File: src/hdl/ed_pkg.sv
// ----------------------------------------------------------------------------
// ed_pkg: shared types and constants for the edit distance block
// Sizes of the cell chain, item opcodes, the wavefront link between cells
// and the control states of the top level.
// ----------------------------------------------------------------------------
package ed_pkg;

    // Longest string held; one cell per first-string character
    localparam int MAX_LEN = 64;
    // Count wide enough to hold MAX_LEN itself
    localparam int CNT_W   = $clog2(MAX_LEN + 1);
    // Cell index
    localparam int IDX_W   = $clog2(MAX_LEN);
    localparam int CH_W    = 8;
    localparam int OP_W    = 2;
    localparam int DIST_W  = 7;

    // Item opcodes
    typedef enum logic [OP_W-1:0] {
        OP_LOAD   = 2'd0,
        OP_STREAM = 2'd1,
        OP_FINISH = 2'd2
    } op_t;

    // Wavefront handed from one cell to the next
    typedef struct packed {
        logic             vld;
        logic [CH_W-1:0]  ch;
        logic [CNT_W-1:0] left;   // new cost of the left neighbor
        logic [CNT_W-1:0] diag;   // old cost of the left neighbor
    } ed_wave_t;

    // Top-level control
    typedef enum logic {
        ST_ACTIVE,
        ST_DRAIN
    } ed_state_t;

endpackage

File: src/hdl/ed_cell.sv
// ----------------------------------------------------------------------------
// ed_cell: one column of the dynamic programming row
// Holds one first-string character and its cost entry; updates the entry as
// each second-string character passes and hands the wavefront to the right.
// ----------------------------------------------------------------------------
module ed_cell (
    input  logic                     clk,
    input  logic                     rst_n,
    input  ed_pkg::ed_wave_t         wave_in,
    output ed_pkg::ed_wave_t         wave_out,
    input  logic                     load_en,
    input  logic [ed_pkg::CH_W-1:0]  load_ch,
    input  logic [ed_pkg::CNT_W-1:0] load_cost,
    output logic [ed_pkg::CNT_W-1:0] cost
);
    import ed_pkg::*;

    logic [CH_W-1:0]  char_reg;
    logic [CNT_W-1:0] cost_reg;
    logic [CNT_W-1:0] cost_next;
    logic [CNT_W-1:0] up_inc;
    logic [CNT_W-1:0] left_inc;
    logic [CNT_W-1:0] sub_cost;
    logic [CNT_W-1:0] min_a;
    logic             wave_vld_reg;
    ed_wave_t         wave_pay_reg;

    // Evaluate the recurrence for this column
    always_comb
    begin
        up_inc   = cost_reg + CNT_W'(1);
        left_inc = wave_in.left + CNT_W'(1);
        sub_cost = wave_in.diag + CNT_W'(char_reg != wave_in.ch);
        min_a    = (up_inc < left_inc) ? up_inc : left_inc;
        if (load_en)
            cost_next = load_cost;
        else if (wave_in.vld)
            cost_next = (min_a < sub_cost) ? min_a : sub_cost;
        else
            cost_next = cost_reg;
    end

    // Hold the character and the cost entry
    always_ff @(posedge clk)
    begin
        if (load_en)
            char_reg <= load_ch;
        cost_reg <= cost_next;
    end

    // Advance the wavefront valid bit
    always_ff @(posedge clk or negedge rst_n)
    begin
        if (!rst_n)
            wave_vld_reg <= 1'b0;
        else
            wave_vld_reg <= wave_in.vld;
    end

    // Advance the wavefront payload: new cost to the right, old cost as diagonal
    always_ff @(posedge clk)
    begin
        if (wave_in.vld)
        begin
            wave_pay_reg.vld  <= 1'b1;
            wave_pay_reg.ch   <= wave_in.ch;
            wave_pay_reg.left <= cost_next;
            wave_pay_reg.diag <= cost_reg;
        end
    end

    always_comb
    begin
        wave_out     = wave_pay_reg;
        wave_out.vld = wave_vld_reg;
    end

    assign cost = cost_reg;

endmodule

File: config.mk
export PLATFORM = sky130hd
export DESIGN_NAME = ed_cell
export DESIGN_NICKNAME = d
export VERILOG_FILES = /design/src/hdl/ed_pkg.sv /design/src/hdl/ed_cell.sv
export SDC_FILE = /design/constraint.sdc
export NUM_CORES = 1
export LEC_CHECK = 0
export BUFFER_PORTS_ARGS = -buffer_cell sky130_fd_sc_hd__buf_2
export CAP_MARGIN = 25
export CORE_ASPECT_RATIO = 1.4
export CORE_MARGIN = 4
export CORE_UTILIZATION = 25
export DETAILED_ROUTE_END_ITERATION = 10
export PLACE_DENSITY_LB_ADDON = 0.08
export SLEW_MARGIN = 10
export SYNTH_ARGS = -nofsm -noshare
export SYNTH_HDL_FRONTEND = slang
export SYNTH_SLANG_ARGS = --single-unit
File: constraint.sdc
create_clock -name clk -period 3.9 [get_ports clk]
set_input_delay 0.39 -clock clk [delete_from_list [all_inputs] [get_ports clk]]
set_output_delay 0.39 -clock clk [all_outputs]
set_load 0.02 [all_outputs]
# Yosys cells after proc, flatten, opt, wreduce, memory -nomap -nowiden
# Index checks and enable logic that the tools add are counted.
# word_totals
ff_bits,38
in_bits,41
out_inout_bits,30
# classes
addsub,3
magnitude_cmp,2
eq_ne,1
n_mux,4
# ops
operator,count
$mux 7,4
$add 7x1->7 const B,2
$lt 7x7->1,2
$ne 8x8->1,1
$add 7x1->7,1

# Longest topological paths before layout
# depth
word_depth,7
ltp_mapped,20
ltp_nobuf,18

# Worst setup path after synthesis
# No wires, ideal clock.
# synth_timing
path_kind,register -> register
start,"register cost_reg[0], in the netlist cost[0]"
end,"register wave_pay_reg, in the netlist wave_out[8] (data pin)"
t_arrival_ps,4180
required_ps,3634
setup_slack_ps,-546
path_stages_with_launch,21
path_buffers,2
period_less_slack_ps,4446
cell_sequence,dfxtp_1 -> ha_1 -> nand3_1 -> or2_2 -> xor2_1 -> inv_1 -> ha_1 -> nand2_1 -> or4_4 -> o211a_1 -> buf_6 -> mux2i_1 -> ha_1 -> a21o_1 -> a21o_1 -> a2111oi_0 -> o2111ai_1 -> o211ai_2 -> buf_6 -> mux2i_1 -> o21ai_1
# synth_between
elab_chain_len,7
# synth_rtl
element,line_no,rtl
start: declaration,ed_cell.sv:19,logic [CNT_W-1:0] cost_reg;
start signal: assignment,ed_cell.sv:48,cost_reg <= cost_next;
$add 7x1->7 *,ed_cell.sv:31,up_inc = cost_reg + CNT_W'(1);
$lt 7x7->1,ed_cell.sv:34,min_a = (up_inc < left_inc) ? up_inc : left_inc;
$mux 7 *,ed_cell.sv:34,
$lt 7x7->1,ed_cell.sv:38,cost_next = (min_a < sub_cost) ? min_a : sub_cost;
$mux 7 *,ed_cell.sv:38,
$mux 7 *,ed_cell.sv:37,else if (wave_in.vld)
$mux 7 *,ed_cell.sv:35,if (load_en)
named net cost_next[1],ed_cell.sv:20,logic [CNT_W-1:0] cost_next;
end: declaration,ed_cell.sv:26,ed_wave_t wave_pay_reg;
# Mark *: on every way through the listed nets, which the timed path passes. The rest lies on a longest branch.
# A chain may end at the register's enable or synchronous reset.

# Worst setup path after layout
# layout_timing
start,"register cost_reg[1], in the netlist cost[1]"
end,"register wave_pay_reg, in the netlist wave_out[8] (data pin)"
# layout_between
elab_chain_len,7
# layout_rtl
element,line_no
$add 7x1->7,ed_cell.sv:31
$lt 7x7->1,ed_cell.sv:34
$mux 7,ed_cell.sv:34
$lt 7x7->1,ed_cell.sv:38
$mux 7,ed_cell.sv:38
$mux 7 *,ed_cell.sv:37
$mux 7 *,ed_cell.sv:35
named net cost_next[1],ed_cell.sv:20
# Marked as above.

==> qor.txt <==
status = finished, violations left
failing checks = negative setup slack
FF+latch count, synth = 38
die height = 117 µm
drt drc = 0
Die Wd = 85.6 µm
clock slew at reported path FFs = 0.06 ns
placed insts = 376
CP required = 3.92 ns
via count = 1,753
Fill cells = 838
DRT Wirelength = 6070 µm
initial antenna violation count = 0
H-tree depth = 2
WL/cell = 15.5 µm
largest net degree at the start of global routing = 29
RePlAce Congestion = 0.765
period utilization = 104%
Setup Crit Path Kind = reg2reg
Primary FF master, synth = edfxtp_1
arrival time worst endpoint = 4.07 ns
Starting Density = 25.7%
delay-heaviest family, CP = compound AO/OA/AOI/OAI gates
worst-margin pin slew = 0.535 ns
Synth area leader = edfxtp_1
most common cell after layout, fill and taps aside = buf_2
async set-reset flop share out of synthesis = 2.63%
Layout Cells excl Fill = 392
wire length of the first global-routing pass = 9340 µm
crit path cell chain = ha_4 -> nand3_2 -> or2_4 -> xor2_2 -> inv_2 -> ha_4 -> nand2_4 -> or4_4 -> o211a_4 -> mux2i_4 -> ha_2 -> a21o_1 -> a21o_1 -> a2111oi_4 -> o2111ai_2 -> o211ai_4 -> mux2i_1 -> o21ai_1
CORE AREA = 8200 µm²
endpoint type of the worst setup path = register
Pre-antenna DRT Iters = 4
pins over their slew limit = 0
Inserted Diodes = 0
Die ar. = 9980 µm²
power per cell area = 573 nW/µm²
I/O Buffers = 70
CP Max Fanout = 7
vias in the first global route = 1,848
Final Setup Violations = 11
Slew HR = 64.3%
Synth cell types = 38
unrepaired setup endpoints after global routing = true
sequential area share after synthesis = 50.6%
hpwl dp = 4870 µm
share of cells above drive strength 1 = 52.4%
Ys Warns = 0
min Tclk post-route = 4.05 ns
synthesized area per cell = 12.0 µm²
syn nets = 232
number of synthesized flops with an enable pin = 30
Post-Syn Area = 2110 µm²
final cell area excluding filler cells = 3210 µm²
nets = 345
Overall Power = 1.84 mW
clock buffer depth = 2
largest stage delay on the critical path = 0.42 ns
CTS buffer count = 5
maximum vdd drop = 249 µV
Clock Latency Late Sink = 0.28 ns
max reg flops = 22
worst hold path type = in2reg
worst hold slack = 0.282 ns
final antenna-violating net count = 0
top-area cell type share of the netlist area = 42.8%
DR iter-0 viols = 72
Fin. Hold Viols = 0
I/O Pins = 71
Post-Synthesis Cells = 176
Post-Place Worst Slack = -0.467 ns
Area Growth Syn to Fin = 52.5%
Area after DPL = 2850 µm²
GRT overflow = 0
TritonCTS clock tree = done
most frequent cells in the layout = buf_2, buf_4, edfxtp_1, xor2_1
Crit-path slowest cell = or4_4
Rows = 39
via/cell ratio = 4.47
leading post-synthesis cells by cell area = edfxtp_1, ha_1, xor2_1
CTS Sinks = 38
worst path bufs/invs = 1
Max Freq = 247 MHz
final clock skew = 0.00541 ns
MaxCap Viol Count = 0
Root Driver = clkbuf_16
Setup WS post-layout = -0.146 ns
Lkg Pwr = 1.39 nW
Total GRT Usage = 12.4%
CP startpoint kind = register
-- synth_stat cells, types with 3 or more instances --
cell type and count:
edfxtp_1 30, xor2_1 17, ha_1 15, nand3_1 15, a21oi_1 12, dfxtp_1 7, inv_1 6, mux2i_1 6
nand2_1 6, nor3b_1 6, xnor2_1 6, nand4b_1 5, nor2_1 5, or3_1 4, a21o_1 3, clkbuf_1 3
o21a_1 3
-- through the flow --
stage	utilization [%]	setup TNS, ns
5_1_grt	39.2	-2.98
4_1_cts	38.9	-0.663
2_1_floorplan	-	-0.0796
6_report	39.2	-0.728
3_5_place_dp	34.8	-5.38
3_3_place_gp	34.8	-4.86
-- cell families after synthesis --
kind of cell,count (synthesis),synth area share (%)
flops,38,50.6
simple gates,54,15.1
buf+inv,12,3.03
xor+xnor,23,9.57
mux,7,3.39
fa+ha+maj,15,8.91
compound gates,27,9.39
-- worst register-to-register path, cell delays in order (launching register included) --
cell and delay (ns):
dfxtp_4 0.37, ha_4 0.18, nand3_2 0.08, or2_4 0.26
xor2_2 0.17, inv_2 0.06, ha_4 0.28, nand2_4 0.05
or4_4 0.42, o211a_4 0.21, mux2i_4 0.21, ha_2 0.18
a21o_1 0.17, a21o_1 0.19, a2111oi_4 0.32, o2111ai_2 0.18
o211ai_4 0.16, mux2i_1 0.22, o21ai_1 0.10
-- final cells by class --
class                      count  area (µm²)  share of cell area [%]
clock buffer                   6         129                    4.01
clock inverter                 2        8.76                   0.273
inverter                       6        22.5                   0.701
multi-input combinational    126        1180                    36.6
sequential                    38        1080                    33.5
tap                          102         128                    3.97
timing repair buffer         112         672                    20.9
-- path summary, 6_finish.rpt --
path | slack (ns) | depth (start not counted) | startpoint | endpoint
min | 0.28 | 1 | load_ch[4] | char_reg[4]
min reg2reg | 0.54 | 0 | cost[6] | wave_out[6]
max in group asynchronous | 3.40 | 2 | rst_n | wave_vld_reg
min in group asynchronous | 0.41 | 2 | rst_n | wave_vld_reg
max reg2reg | -0.15 | 18 | cost[1] | wave_out[8]
max | -0.15 | 18 | cost[1] | wave_out[8]
-- where the power goes --
group	leakage (nW)	internal, mW	switching (mW)
sequential	0.368	0.513	0.0326
combinational	0.955	0.455	0.456
clock	0.0683	0.234	0.152
total	1.39	1.20	0.641
-- repair_timing --
action | in CTS | in global routing
hold buffers | 1 | 0
setup buffers | 6 | 1
resized for setup | 28 | 2
hold endpoints to repair | 1 | 0
pin swaps | 7 | 3
setup endpoints to repair | 14 | 14
-- metal layers --
layer  vias to the layer above  global-route usage [%]  share of wire (%)
met5                         -                       0                  0
met4                         0                    5.49                2.2
met3                         8                    2.19                4.1
met2                        46                    23.7                 54
met1                       810                    13.2                 40
li1                        889                       -                  -
(Power assumes the default switching activity.)
